File: config.mk
export PLATFORM = sky130hd
export DESIGN_NAME = stack_shuffle_unit
export DESIGN_NICKNAME = d
export VERILOG_FILES = /design/src/rtl/core/ssu_pkg.sv /design/src/rtl/core/stack_shuffle_unit.sv
export SDC_FILE = /design/constraint.sdc
export NUM_CORES = 2
export LEC_CHECK = 0
export ABC_AREA = 0
export ABC_CLOCK_PERIOD_IN_PS = 7100
export BUFFER_PORTS_ARGS = -buffer_cell sky130_fd_sc_hd__buf_2
export CAP_MARGIN = 30
export CORE_AREA = 2 2 798 482
export DETAILED_ROUTE_END_ITERATION = 8
export DIE_AREA = 0 0 800 484
export GPL_ROUTABILITY_DRIVEN = 0
export SYNTH_ARGS = -nofsm -noshare
export SYNTH_HDL_FRONTEND = slang
export SYNTH_MEMORY_MAX_BITS = 65536
export SYNTH_SLANG_ARGS = --single-unit
File: constraint.sdc
create_clock -name i_clk -period 7.1 [get_ports i_clk]
set_input_delay 0 -clock i_clk [delete_from_list [all_inputs] [get_ports i_clk]]
set_output_delay 0 -clock i_clk [all_outputs]
set_load 0.005 [all_outputs]
File: src/rtl/core/ssu_pkg.sv
// ssu_pkg: constants, types, command codes, check table and microcode rom
// for the stack shuffle unit; no dependencies
package ssu_pkg;

    localparam int DATA_DEPTH   = 64;
    localparam int RETURN_DEPTH = 64;
    localparam int CELL_BITS    = 32;

    localparam int CMD_W   = 5;
    localparam int VALUE_W = 32;
    localparam int COUNT_W = 7;
    localparam int STAT_W  = 3;
    localparam int UPC_W   = 5;

    localparam int DLEV_W  = $clog2(DATA_DEPTH + 1);
    localparam int RLEV_W  = $clog2(RETURN_DEPTH + 1);
    localparam int DADDR_W = $clog2(DATA_DEPTH);
    localparam int RADDR_W = $clog2(RETURN_DEPTH);

    typedef logic [CELL_BITS-1:0] t_cell;

    typedef enum logic [CMD_W-1:0] {
        CMD_PUSH     = 5'd0,
        CMD_DROP     = 5'd1,
        CMD_2DROP    = 5'd2,
        CMD_3DROP    = 5'd3,
        CMD_DUP      = 5'd4,
        CMD_2DUP     = 5'd5,
        CMD_3DUP     = 5'd6,
        CMD_ROT      = 5'd7,
        CMD_MROT     = 5'd8,
        CMD_DUPD     = 5'd9,
        CMD_SWAPD    = 5'd10,
        CMD_NIP      = 5'd11,
        CMD_2NIP     = 5'd12,
        CMD_TUCK     = 5'd13,
        CMD_OVER     = 5'd14,
        CMD_PICK     = 5'd15,
        CMD_SWAP     = 5'd16,
        CMD_TO_RET   = 5'd17,
        CMD_FROM_RET = 5'd18,
        CMD_CLEAR    = 5'd19
    } t_cmd;

    typedef enum logic [STAT_W-1:0] {
        ST_OK     = 3'd0,
        ST_DUNDER = 3'd1,
        ST_DOVER  = 3'd2,
        ST_RUNDER = 3'd3,
        ST_ROVER  = 3'd4
    } t_status;

    typedef enum logic [1:0] {
        SQ_IDLE,
        SQ_CHECK,
        SQ_RUN,
        SQ_DONE
    } t_seq_state;

    typedef enum logic [2:0] {
        DOP_NOP,
        DOP_PUSH,
        DOP_POP,
        DOP_ROT,
        DOP_MROT,
        DOP_SWAP,
        DOP_SWAPD,
        DOP_CLR
    } t_dop;

    typedef enum logic [2:0] {
        SRC_VAL,
        SRC_T0,
        SRC_T1,
        SRC_T2,
        SRC_RET
    } t_src;

    typedef enum logic [1:0] {
        ROP_NOP,
        ROP_PUSH,
        ROP_POP
    } t_rop;

    typedef struct packed {
        t_dop dop;
        t_src src;
        t_rop rop;
        logic last;
    } t_uword;

    typedef struct packed {
        logic [1:0] need;
        logic [1:0] grow;
        logic       rneed;
        logic       rgrow;
    } t_need;

    localparam logic [UPC_W-1:0] UA_NONE     = 5'd0;
    localparam logic [UPC_W-1:0] UA_PUSH     = 5'd1;
    localparam logic [UPC_W-1:0] UA_DROP     = 5'd2;
    localparam logic [UPC_W-1:0] UA_3DROP    = 5'd3;
    localparam logic [UPC_W-1:0] UA_2DROP    = 5'd5;
    localparam logic [UPC_W-1:0] UA_DUP      = 5'd8;
    localparam logic [UPC_W-1:0] UA_2DUP     = 5'd9;
    localparam logic [UPC_W-1:0] UA_OVER     = 5'd10;
    localparam logic [UPC_W-1:0] UA_3DUP     = 5'd11;
    localparam logic [UPC_W-1:0] UA_PICK     = 5'd13;
    localparam logic [UPC_W-1:0] UA_ROT      = 5'd14;
    localparam logic [UPC_W-1:0] UA_MROT     = 5'd15;
    localparam logic [UPC_W-1:0] UA_2NIP     = 5'd16;
    localparam logic [UPC_W-1:0] UA_DUPD     = 5'd20;
    localparam logic [UPC_W-1:0] UA_SWAPD    = 5'd22;
    localparam logic [UPC_W-1:0] UA_NIP      = 5'd23;
    localparam logic [UPC_W-1:0] UA_TUCK     = 5'd25;
    localparam logic [UPC_W-1:0] UA_SWAP     = 5'd27;
    localparam logic [UPC_W-1:0] UA_TO_RET   = 5'd28;
    localparam logic [UPC_W-1:0] UA_FROM_RET = 5'd30;
    localparam logic [UPC_W-1:0] UA_CLEAR    = 5'd31;

    function automatic t_uword mk(input t_dop d, input t_src s, input t_rop r,
                                  input logic l);
        t_uword w;
        w.dop  = d;
        w.src  = s;
        w.rop  = r;
        w.last = l;
        return w;
    endfunction

    function automatic t_uword urom(input logic [UPC_W-1:0] a);
        t_uword w;
        unique case (a)
            5'd0:  w = mk(DOP_NOP,   SRC_VAL, ROP_NOP,  1'b1);
            5'd1:  w = mk(DOP_PUSH,  SRC_VAL, ROP_NOP,  1'b1);
            5'd2:  w = mk(DOP_POP,   SRC_VAL, ROP_NOP,  1'b1);
            5'd3:  w = mk(DOP_POP,   SRC_VAL, ROP_NOP,  1'b0);
            5'd4:  w = mk(DOP_NOP,   SRC_VAL, ROP_NOP,  1'b0);
            5'd5:  w = mk(DOP_POP,   SRC_VAL, ROP_NOP,  1'b0);
            5'd6:  w = mk(DOP_NOP,   SRC_VAL, ROP_NOP,  1'b0);
            5'd7:  w = mk(DOP_POP,   SRC_VAL, ROP_NOP,  1'b1);
            5'd8:  w = mk(DOP_PUSH,  SRC_T0,  ROP_NOP,  1'b1);
            5'd9:  w = mk(DOP_PUSH,  SRC_T1,  ROP_NOP,  1'b0);
            5'd10: w = mk(DOP_PUSH,  SRC_T1,  ROP_NOP,  1'b1);
            5'd11: w = mk(DOP_PUSH,  SRC_T2,  ROP_NOP,  1'b0);
            5'd12: w = mk(DOP_PUSH,  SRC_T2,  ROP_NOP,  1'b0);
            5'd13: w = mk(DOP_PUSH,  SRC_T2,  ROP_NOP,  1'b1);
            5'd14: w = mk(DOP_ROT,   SRC_VAL, ROP_NOP,  1'b1);
            5'd15: w = mk(DOP_MROT,  SRC_VAL, ROP_NOP,  1'b1);
            5'd16: w = mk(DOP_MROT,  SRC_VAL, ROP_NOP,  1'b0);
            5'd17: w = mk(DOP_POP,   SRC_VAL, ROP_NOP,  1'b0);
            5'd18: w = mk(DOP_NOP,   SRC_VAL, ROP_NOP,  1'b0);
            5'd19: w = mk(DOP_POP,   SRC_VAL, ROP_NOP,  1'b1);
            5'd20: w = mk(DOP_PUSH,  SRC_T1,  ROP_NOP,  1'b0);
            5'd21: w = mk(DOP_SWAP,  SRC_VAL, ROP_NOP,  1'b1);
            5'd22: w = mk(DOP_SWAPD, SRC_VAL, ROP_NOP,  1'b1);
            5'd23: w = mk(DOP_SWAP,  SRC_VAL, ROP_NOP,  1'b0);
            5'd24: w = mk(DOP_POP,   SRC_VAL, ROP_NOP,  1'b1);
            5'd25: w = mk(DOP_SWAP,  SRC_VAL, ROP_NOP,  1'b0);
            5'd26: w = mk(DOP_PUSH,  SRC_T1,  ROP_NOP,  1'b1);
            5'd27: w = mk(DOP_SWAP,  SRC_VAL, ROP_NOP,  1'b1);
            5'd28: w = mk(DOP_NOP,   SRC_VAL, ROP_PUSH, 1'b0);
            5'd29: w = mk(DOP_POP,   SRC_VAL, ROP_NOP,  1'b1);
            5'd30: w = mk(DOP_PUSH,  SRC_RET, ROP_POP,  1'b1);
            5'd31: w = mk(DOP_CLR,   SRC_VAL, ROP_NOP,  1'b1);
        endcase
        return w;
    endfunction

    function automatic logic [UPC_W-1:0] uentry(input logic [CMD_W-1:0] c);
        logic [UPC_W-1:0] e;
        unique case (c)
            CMD_PUSH:     e = UA_PUSH;
            CMD_DROP:     e = UA_DROP;
            CMD_2DROP:    e = UA_2DROP;
            CMD_3DROP:    e = UA_3DROP;
            CMD_DUP:      e = UA_DUP;
            CMD_2DUP:     e = UA_2DUP;
            CMD_3DUP:     e = UA_3DUP;
            CMD_ROT:      e = UA_ROT;
            CMD_MROT:     e = UA_MROT;
            CMD_DUPD:     e = UA_DUPD;
            CMD_SWAPD:    e = UA_SWAPD;
            CMD_NIP:      e = UA_NIP;
            CMD_2NIP:     e = UA_2NIP;
            CMD_TUCK:     e = UA_TUCK;
            CMD_OVER:     e = UA_OVER;
            CMD_PICK:     e = UA_PICK;
            CMD_SWAP:     e = UA_SWAP;
            CMD_TO_RET:   e = UA_TO_RET;
            CMD_FROM_RET: e = UA_FROM_RET;
            CMD_CLEAR:    e = UA_CLEAR;
            default:      e = UA_NONE;
        endcase
        return e;
    endfunction

    function automatic t_need cmd_need(input logic [CMD_W-1:0] c);
        t_need n;
        n = '0;
        unique case (c)
            CMD_PUSH:     n.grow = 2'd1;
            CMD_DROP:     n.need = 2'd1;
            CMD_2DROP:    n.need = 2'd2;
            CMD_3DROP:    n.need = 2'd3;
            CMD_DUP: begin
                n.need = 2'd1;
                n.grow = 2'd1;
            end
            CMD_2DUP: begin
                n.need = 2'd2;
                n.grow = 2'd2;
            end
            CMD_3DUP: begin
                n.need = 2'd3;
                n.grow = 2'd3;
            end
            CMD_ROT, CMD_MROT, CMD_SWAPD, CMD_2NIP: n.need = 2'd3;
            CMD_DUPD, CMD_TUCK, CMD_OVER: begin
                n.need = 2'd2;
                n.grow = 2'd1;
            end
            CMD_NIP, CMD_SWAP: n.need = 2'd2;
            CMD_PICK: begin
                n.need = 2'd3;
                n.grow = 2'd1;
            end
            CMD_TO_RET: begin
                n.need  = 2'd1;
                n.rgrow = 1'b1;
            end
            CMD_FROM_RET: begin
                n.rneed = 1'b1;
                n.grow  = 2'd1;
            end
            default: n = '0;
        endcase
        return n;
    endfunction

endpackage

File: src/rtl/core/stack_shuffle_unit.sv
// stack_shuffle_unit: data and return stacks driven by a microcode sequencer
// depends on ssu_pkg (types, check table, microcode rom)
//
//   beat     direction  handshake           fields
//   command  in         i_valid / o_stall   i_command, i_push_value
//   result   out        o_valid / i_stall   o_top_cell, o_second_cell,
//                                           o_data_count, o_return_count, o_status
//
// one command at a time: accept, a check state, 0 to 5 microcode steps (none when
// refused), a result state; pops wait a step for the read
// top three data cells live in registers, the rest in a stack memory with one write
// and one registered read per cycle
// synchronous active-low reset empties both stacks; memories are not cleared
// a held result does not block the next command, only its result cycle
module stack_shuffle_unit (
    input  logic                          i_clk,
    input  logic                          i_rst_n,
    input  logic                          i_valid,
    output logic                          o_stall,
    input  logic [ssu_pkg::CMD_W-1:0]     i_command,
    input  logic [ssu_pkg::VALUE_W-1:0]   i_push_value,
    output logic                          o_valid,
    input  logic                          i_stall,
    output logic [ssu_pkg::VALUE_W-1:0]   o_top_cell,
    output logic [ssu_pkg::VALUE_W-1:0]   o_second_cell,
    output logic [ssu_pkg::COUNT_W-1:0]   o_data_count,
    output logic [ssu_pkg::COUNT_W-1:0]   o_return_count,
    output logic [ssu_pkg::STAT_W-1:0]    o_status
);
    import ssu_pkg::*;

    t_seq_state         r_state, n_state;
    logic [UPC_W-1:0]   r_upc;
    logic [CMD_W-1:0]   r_cmd;
    t_cell              r_val;
    t_cell              r_t0, r_t1, r_t2;
    t_cell              r_drd, r_rrd;
    logic [DLEV_W-1:0]  r_dlev;
    logic [RLEV_W-1:0]  r_rlev;
    t_status            r_status;

    t_cell              r_dmem [DATA_DEPTH];
    t_cell              r_rmem [RETURN_DEPTH];

    logic                 r_ov;
    logic [VALUE_W-1:0]   r_otop, r_osec;
    logic [COUNT_W-1:0]   r_odc, r_orc;
    t_status              r_ost;

    t_uword             w_uw;
    t_need              w_need;
    t_status            w_status;
    t_cell              w_src;
    logic               w_accept;
    logic               w_out_free;
    logic               w_run;
    logic [DADDR_W-1:0] w_spill_addr, w_fill_addr;
    logic [RADDR_W-1:0] w_rwr_addr, w_rrd_addr;

    assign w_uw   = urom(r_upc);
    assign w_need = cmd_need(r_cmd);
    assign w_run  = (r_state == SQ_RUN);

    // checks in order of priority
    always_comb begin
        priority if (r_dlev < DLEV_W'(w_need.need))
            w_status = ST_DUNDER;
        else if (({1'b0, r_dlev} + (DLEV_W+1)'(w_need.grow)) > (DLEV_W+1)'(DATA_DEPTH))
            w_status = ST_DOVER;
        else if (r_rlev < RLEV_W'(w_need.rneed))
            w_status = ST_RUNDER;
        else if (({1'b0, r_rlev} + (RLEV_W+1)'(w_need.rgrow)) > (RLEV_W+1)'(RETURN_DEPTH))
            w_status = ST_ROVER;
        else
            w_status = ST_OK;
    end

    always_comb begin
        unique case (w_uw.src)
            SRC_VAL: w_src = r_val;
            SRC_T0:  w_src = r_t0;
            SRC_T1:  w_src = r_t1;
            SRC_T2:  w_src = r_t2;
            SRC_RET: w_src = r_rrd;
            default: w_src = r_val;
        endcase
    end

    assign w_spill_addr = DADDR_W'(r_dlev - DLEV_W'(3));
    assign w_fill_addr  = DADDR_W'(r_dlev - DLEV_W'(4));
    assign w_rwr_addr   = RADDR_W'(r_rlev);
    assign w_rrd_addr   = RADDR_W'(r_rlev - RLEV_W'(1));

    // next state
    always_comb begin
        n_state = r_state;
        unique case (r_state)
            SQ_IDLE:  if (i_valid) n_state = SQ_CHECK;
            SQ_CHECK: n_state = (w_status != ST_OK) ? SQ_DONE : SQ_RUN;
            SQ_RUN:   if (w_uw.last) n_state = SQ_DONE;
            SQ_DONE:  if (w_out_free) n_state = SQ_IDLE;
            default:  n_state = SQ_IDLE;
        endcase
    end

    // handshake outputs
    always_comb begin
        o_stall    = (r_state != SQ_IDLE);
        w_accept   = i_valid && (r_state == SQ_IDLE);
        w_out_free = !r_ov || !i_stall;
    end

    always_ff @(posedge i_clk) begin
        if (!i_rst_n) begin
            r_state <= SQ_IDLE;
        end else begin
            r_state <= n_state;
        end
    end

    always_ff @(posedge i_clk) begin
        if (w_accept) begin
            r_cmd <= i_command;
            r_val <= CELL_BITS'(i_push_value);
        end
        if (!i_rst_n) begin
            r_upc <= UA_NONE;
        end else if (r_state == SQ_CHECK) begin
            r_upc    <= uentry(r_cmd);
            r_status <= w_status;
        end else if (w_run) begin
            r_upc <= r_upc + UPC_W'(1);
        end
    end

    // stack levels
    always_ff @(posedge i_clk) begin
        if (!i_rst_n) begin
            r_dlev <= '0;
            r_rlev <= '0;
        end else if (r_state == SQ_CHECK) begin
            if (w_status == ST_DUNDER || w_status == ST_DOVER) begin
                r_dlev <= '0;
            end else if (w_status == ST_RUNDER || w_status == ST_ROVER) begin
                r_rlev <= '0;
            end
        end else if (w_run) begin
            unique case (w_uw.dop)
                DOP_PUSH: r_dlev <= r_dlev + DLEV_W'(1);
                DOP_POP:  r_dlev <= r_dlev - DLEV_W'(1);
                DOP_CLR: begin
                    r_dlev <= '0;
                    r_rlev <= '0;
                end
                default: ;
            endcase
            unique case (w_uw.rop)
                ROP_PUSH: r_rlev <= r_rlev + RLEV_W'(1);
                ROP_POP:  r_rlev <= r_rlev - RLEV_W'(1);
                default:  ;
            endcase
        end
    end

    // top-of-stack registers
    always_ff @(posedge i_clk) begin
        if (w_run) begin
            unique case (w_uw.dop)
                DOP_PUSH: begin
                    r_t0 <= w_src;
                    r_t1 <= r_t0;
                    r_t2 <= r_t1;
                end
                DOP_POP: begin
                    r_t0 <= r_t1;
                    r_t1 <= r_t2;
                    r_t2 <= r_drd;
                end
                DOP_ROT: begin
                    r_t2 <= r_t1;
                    r_t1 <= r_t0;
                    r_t0 <= r_t2;
                end
                DOP_MROT: begin
                    r_t2 <= r_t0;
                    r_t1 <= r_t2;
                    r_t0 <= r_t1;
                end
                DOP_SWAP: begin
                    r_t0 <= r_t1;
                    r_t1 <= r_t0;
                end
                DOP_SWAPD: begin
                    r_t2 <= r_t1;
                    r_t1 <= r_t2;
                end
                default: ;
            endcase
        end
    end

    // data stack memory: spill on push, refill read for the next pop
    always_ff @(posedge i_clk) begin
        if (w_run && w_uw.dop == DOP_PUSH && r_dlev >= DLEV_W'(3)) begin
            r_dmem[w_spill_addr] <= r_t2;
        end
        r_drd <= r_dmem[w_fill_addr];
    end

    // return stack memory
    always_ff @(posedge i_clk) begin
        if (w_run && w_uw.rop == ROP_PUSH) begin
            r_rmem[w_rwr_addr] <= r_t0;
        end
        r_rrd <= r_rmem[w_rrd_addr];
    end

    // result register
    always_ff @(posedge i_clk) begin
        if (!i_rst_n) begin
            r_ov <= 1'b0;
        end else if (r_state == SQ_DONE && w_out_free) begin
            r_ov <= 1'b1;
        end else if (!i_stall) begin
            r_ov <= 1'b0;
        end
    end

    always_ff @(posedge i_clk) begin
        if (r_state == SQ_DONE && w_out_free) begin
            r_otop <= (r_dlev >= DLEV_W'(1)) ? VALUE_W'(r_t0) : '0;
            r_osec <= (r_dlev >= DLEV_W'(2)) ? VALUE_W'(r_t1) : '0;
            r_odc  <= COUNT_W'(r_dlev);
            r_orc  <= COUNT_W'(r_rlev);
            r_ost  <= r_status;
        end
    end

    assign o_valid        = r_ov;
    assign o_top_cell     = r_otop;
    assign o_second_cell  = r_osec;
    assign o_data_count   = r_odc;
    assign o_return_count = r_orc;
    assign o_status       = r_ost;

endmodule

==> impl_metrics.csv <==
group,metric,value,unit
outcome,status,"finished, final reports clean",
synth,synth_seq_cells,4412,
synth,synth-edff-count,4313,
global_routing,grt_antenna_before_repair,65,
synth,async_flop_share,0,%
synth,synthCells,8206,
synth,synth_fp_nets,8278,
cells_and_area,finalCoreUtilization,51.0,%
cells_and_area,area.growth.synth_to_final,14.1,%
synth,syn_avg_cell_area,20.8,sq um
setup_path,crit_type,"reg2reg",
floorplan,coreArea,381000,sq um
sta,tns,0,ns
route,drt_first_iter_violations,14673,
flow_run,drv_cap,0,
placement,io_buffers,123,
setup_path,reg2regPathDepth,8,
sta,period_share,78.3,%
global_routing,grt_usage,25.8,%
setup_path,startpoint,"r_dlev[2]",
route,final_antenna_net_count,0,
floorplan,die_area,387000,sq um
sta,finalMaxSlewViolations,0,
sta,setup_viol,0,
cells_and_area,drive_above_1_share,25.5,%
power,leakagePower,0.0594,uW
synth,synth_area_leader_cell,"edfxtp_1",
route,wire_per_inst,35.9,um
cts,clkLatencyLatePin,0.98,ns
cts,post_cts_buffers,0,
sta,layout_min_cycle_time,5.56,ns
route,num_vias,90529,
setup_path,r2r_setup_slack,1.54,ns
cts,tritoncts,"done",
setup_path,worst_setup_path_start_kind,"register",
floorplan,die_y,484,um
global_routing,grt_max_degree,144,
cells_and_area,layout.nets,8801,
synth,syn_area,170000,sq um
power,powerDensity,311,nW/um^2
cts,cts_buffers,409,
cts,cts_buffer_depth,4,
route,routed_wirelength,509,mm
floorplan,fp-row-count,176,
setup_path,cp.required,8.01,ns
sta,relSlewSlack,18.3,%
cts,h-tree-depth,5,
route,route.detailed.drc,0,
setup_path,endpoint,"r_drd[17]",
synth,synthFlopType,"edfxtp_1",
global_routing,overflow,0,
cts,clockRootBuffer,"clkbuf_16",
cts,clkTransAtPathRegs,0.07,ns
worst_hold_path,hp-class,"in2reg",
synth,synth.distinct_cells,73,
setup_path,worstReg2RegEnd,"r_drd[17]",
synth,yosysSeqAreaShare,77.2,%
sta,final.setup_skew,0.0888,ns
global_routing,grt_pass1_vias,85783,
sta,tightestPinTransition,1.23,ns
sta,grt_setup_unrepaired,"false",
floorplan,io-pin-count,124,
setup_path,crit_fanout,46,
setup_path,crit_arrival,6.46,ns
cts,cts.repair.resized,0,
cts,cts_sinks,4412,
floorplan,initial_utilization,44.7,%
sta,finalHoldViolations,0,
setup_path,r2r_start,"r_dlev[2]",
synth,synthTopCellsByArea,"edfxtp_1 (76%), mux4_2 (13%), mux2i_1 (2.0%)",
global_routing,grt_pass1_wl,699,mm
route,firstDrtPassIters,7,
synth,yosysWarnings,0,
power,peakVddDrop,0.000263,V
placement,hpwl,303,mm
route,vias_per_cell,6.39,
sta,clock.fmax,0.180,GHz
synth,yosys.area.top_type_share,76.0,%
setup_path,worstSetupEndpointType,"register",
floorplan,die_w,800,um
[worst max-delay path, stage by stage (launching register included)]
cell	delay (ns)
dfxtp_4	0.76
clkinv_2	0.61
ha_4	0.93
inv_4	0.36
nand2_4	0.62
buf_4	0.72
o22ai_1	0.22
a211oi_1	0.86
or4_1	0.23
[worst min path at each step]
stage	from	endpoint	cells after the start
after CTS	i_push_value[15]	r_val[15]	2
final	i_push_value[15]	r_val[15]	2
after floorplan	i_command[0]	r_cmd[0]	0
after detailed placement	i_push_value[10]	r_val[10]	1
after global placement	i_push_value[6]	r_val[6]	1
after global routing	i_push_value[16]	r_val[16]	2
[cells in the final DEF (no fill, tap or decap), types with 106 or more instances in the layout]
cell type and instances:
buf_2 135, buf_4 327, clkbuf_16 413, edfxtp_1 4313, mux2i_1 344, mux4_2 964, nand2_1 416, nand3_1 151
nor2_4 130, o21ai_0 196, o221ai_1 164, o22ai_1 106
[timing repair]
item	CTS	global route
hold buffers	76	0
hold endpoints to repair	119	0
setup endpoints to repair	0	0
[power breakdown]
part | switching (uW) | total [uW] | leakage, uW | internal, uW
sequential | 634 | 30200 | 0.0396 | 29600
combinational | 5170 | 7990 | 0.0133 | 2820
clock | 9650 | 22100 | 0.00649 | 12500
total | 15500 | 60400 | 0.0594 | 44900
[area by class of cell]
cell class	instances	area (sq um)
antenna	32	80.1
clock buffer	527	10900
clock inverter	222	2350
fill	29729	186000
inverter	42	161
multi-input combinational	3269	38000
sequential	4412	132000
tap	5073	6350
timing repair buffer	595	4880
[metrics by stage]
step	instance area (sq um)	hold slack, ns	total power, uW	setup WS (ns)	std cells
6_report	194000	0.0705	60400	1.54	14172
5_1_grt	194000	0.0336	62000	1.43	14142
4_1_cts	194000	0.0204	60500	1.56	14119
3_5_place_dp	180000	0.180	38500	1.59	13294
3_3_place_gp	179000	0.185	38300	1.08	13245
2_1_floorplan	170000	0.0989	35000	0.00788	8206
[metal layers]
metal | vias up | wire length (um) | track usage (%)
li1 | 35383 | - | -
met1 | 48474 | 215000 | 41.1
met2 | 5910 | 208000 | 34.3
met3 | 726 | 71200 | 8.03
met4 | 36 | 14600 | 6.66
met5 | - | 229 | 0
[registers in the layout, summed over array words and instances, names as in the netlist, 2 cells and up, named ones only]
register	count
o_second_cell	32
r_rlev	7
r_cmd	5
r_dmem	2048
o_data_count	7
r_drd	32
r_val	32
w_uw	8
r_status	3
r_t0	32
r_upc	5
o_status	3
r_dlev	7
r_t2	32
o_return_count	7
r_t1	32
r_rmem	2048
r_rrd	32
r_state	2
o_top_cell	32
[logic make-up (layout without fill, tap and decap cells)]
| family | Yosys count | after routing | share of synthesized area [%] |
|---|---|---|---|
| flops | 4412 | 4412 | 77.2 |
| mux | 1345 | 1345 | 15.0 |
| simple gates | 1004 | 1004 | 2.67 |
| compound gates | 866 | 866 | 3.45 |
| buf+inv | 525 | 1386 | 1.29 |
| fa+ha+maj | 31 | 31 | 0.232 |
| xor+xnor | 23 | 23 | 0.123 |
| other cells | 0 | 32 | 0 |
[cell usage after synthesis, types with 5 or more instances]
cell type and n:
clkbuf_1 302, or2_2 5, ha_1 30, buf_6 8, a211oi_1 71, nand2b_1 7
buf_1 43, a22oi_1 5, nand3_1 151, nand4_1 11, a32oi_1 33, o21ai_0 196
and2_1 73, and3_1 6, or3_1 6, edfxtp_1 4313, o211ai_1 6, nor3_1 15
or4_1 33, o22ai_1 107, nor2_1 221, nand3b_1 5, mux2i_1 344, xor2_1 10
nand2_1 418, mux4_2 964, and2_0 31, a21oi_1 119, nor2b_1 6, dfxtp_1 99
buf_2 126, a31oi_1 70, o221ai_1 164, a221o_1 37, a22o_1 9, xnor2_1 12
inv_1 41, mux2_2 37
(Power assumes the default switching activity.)
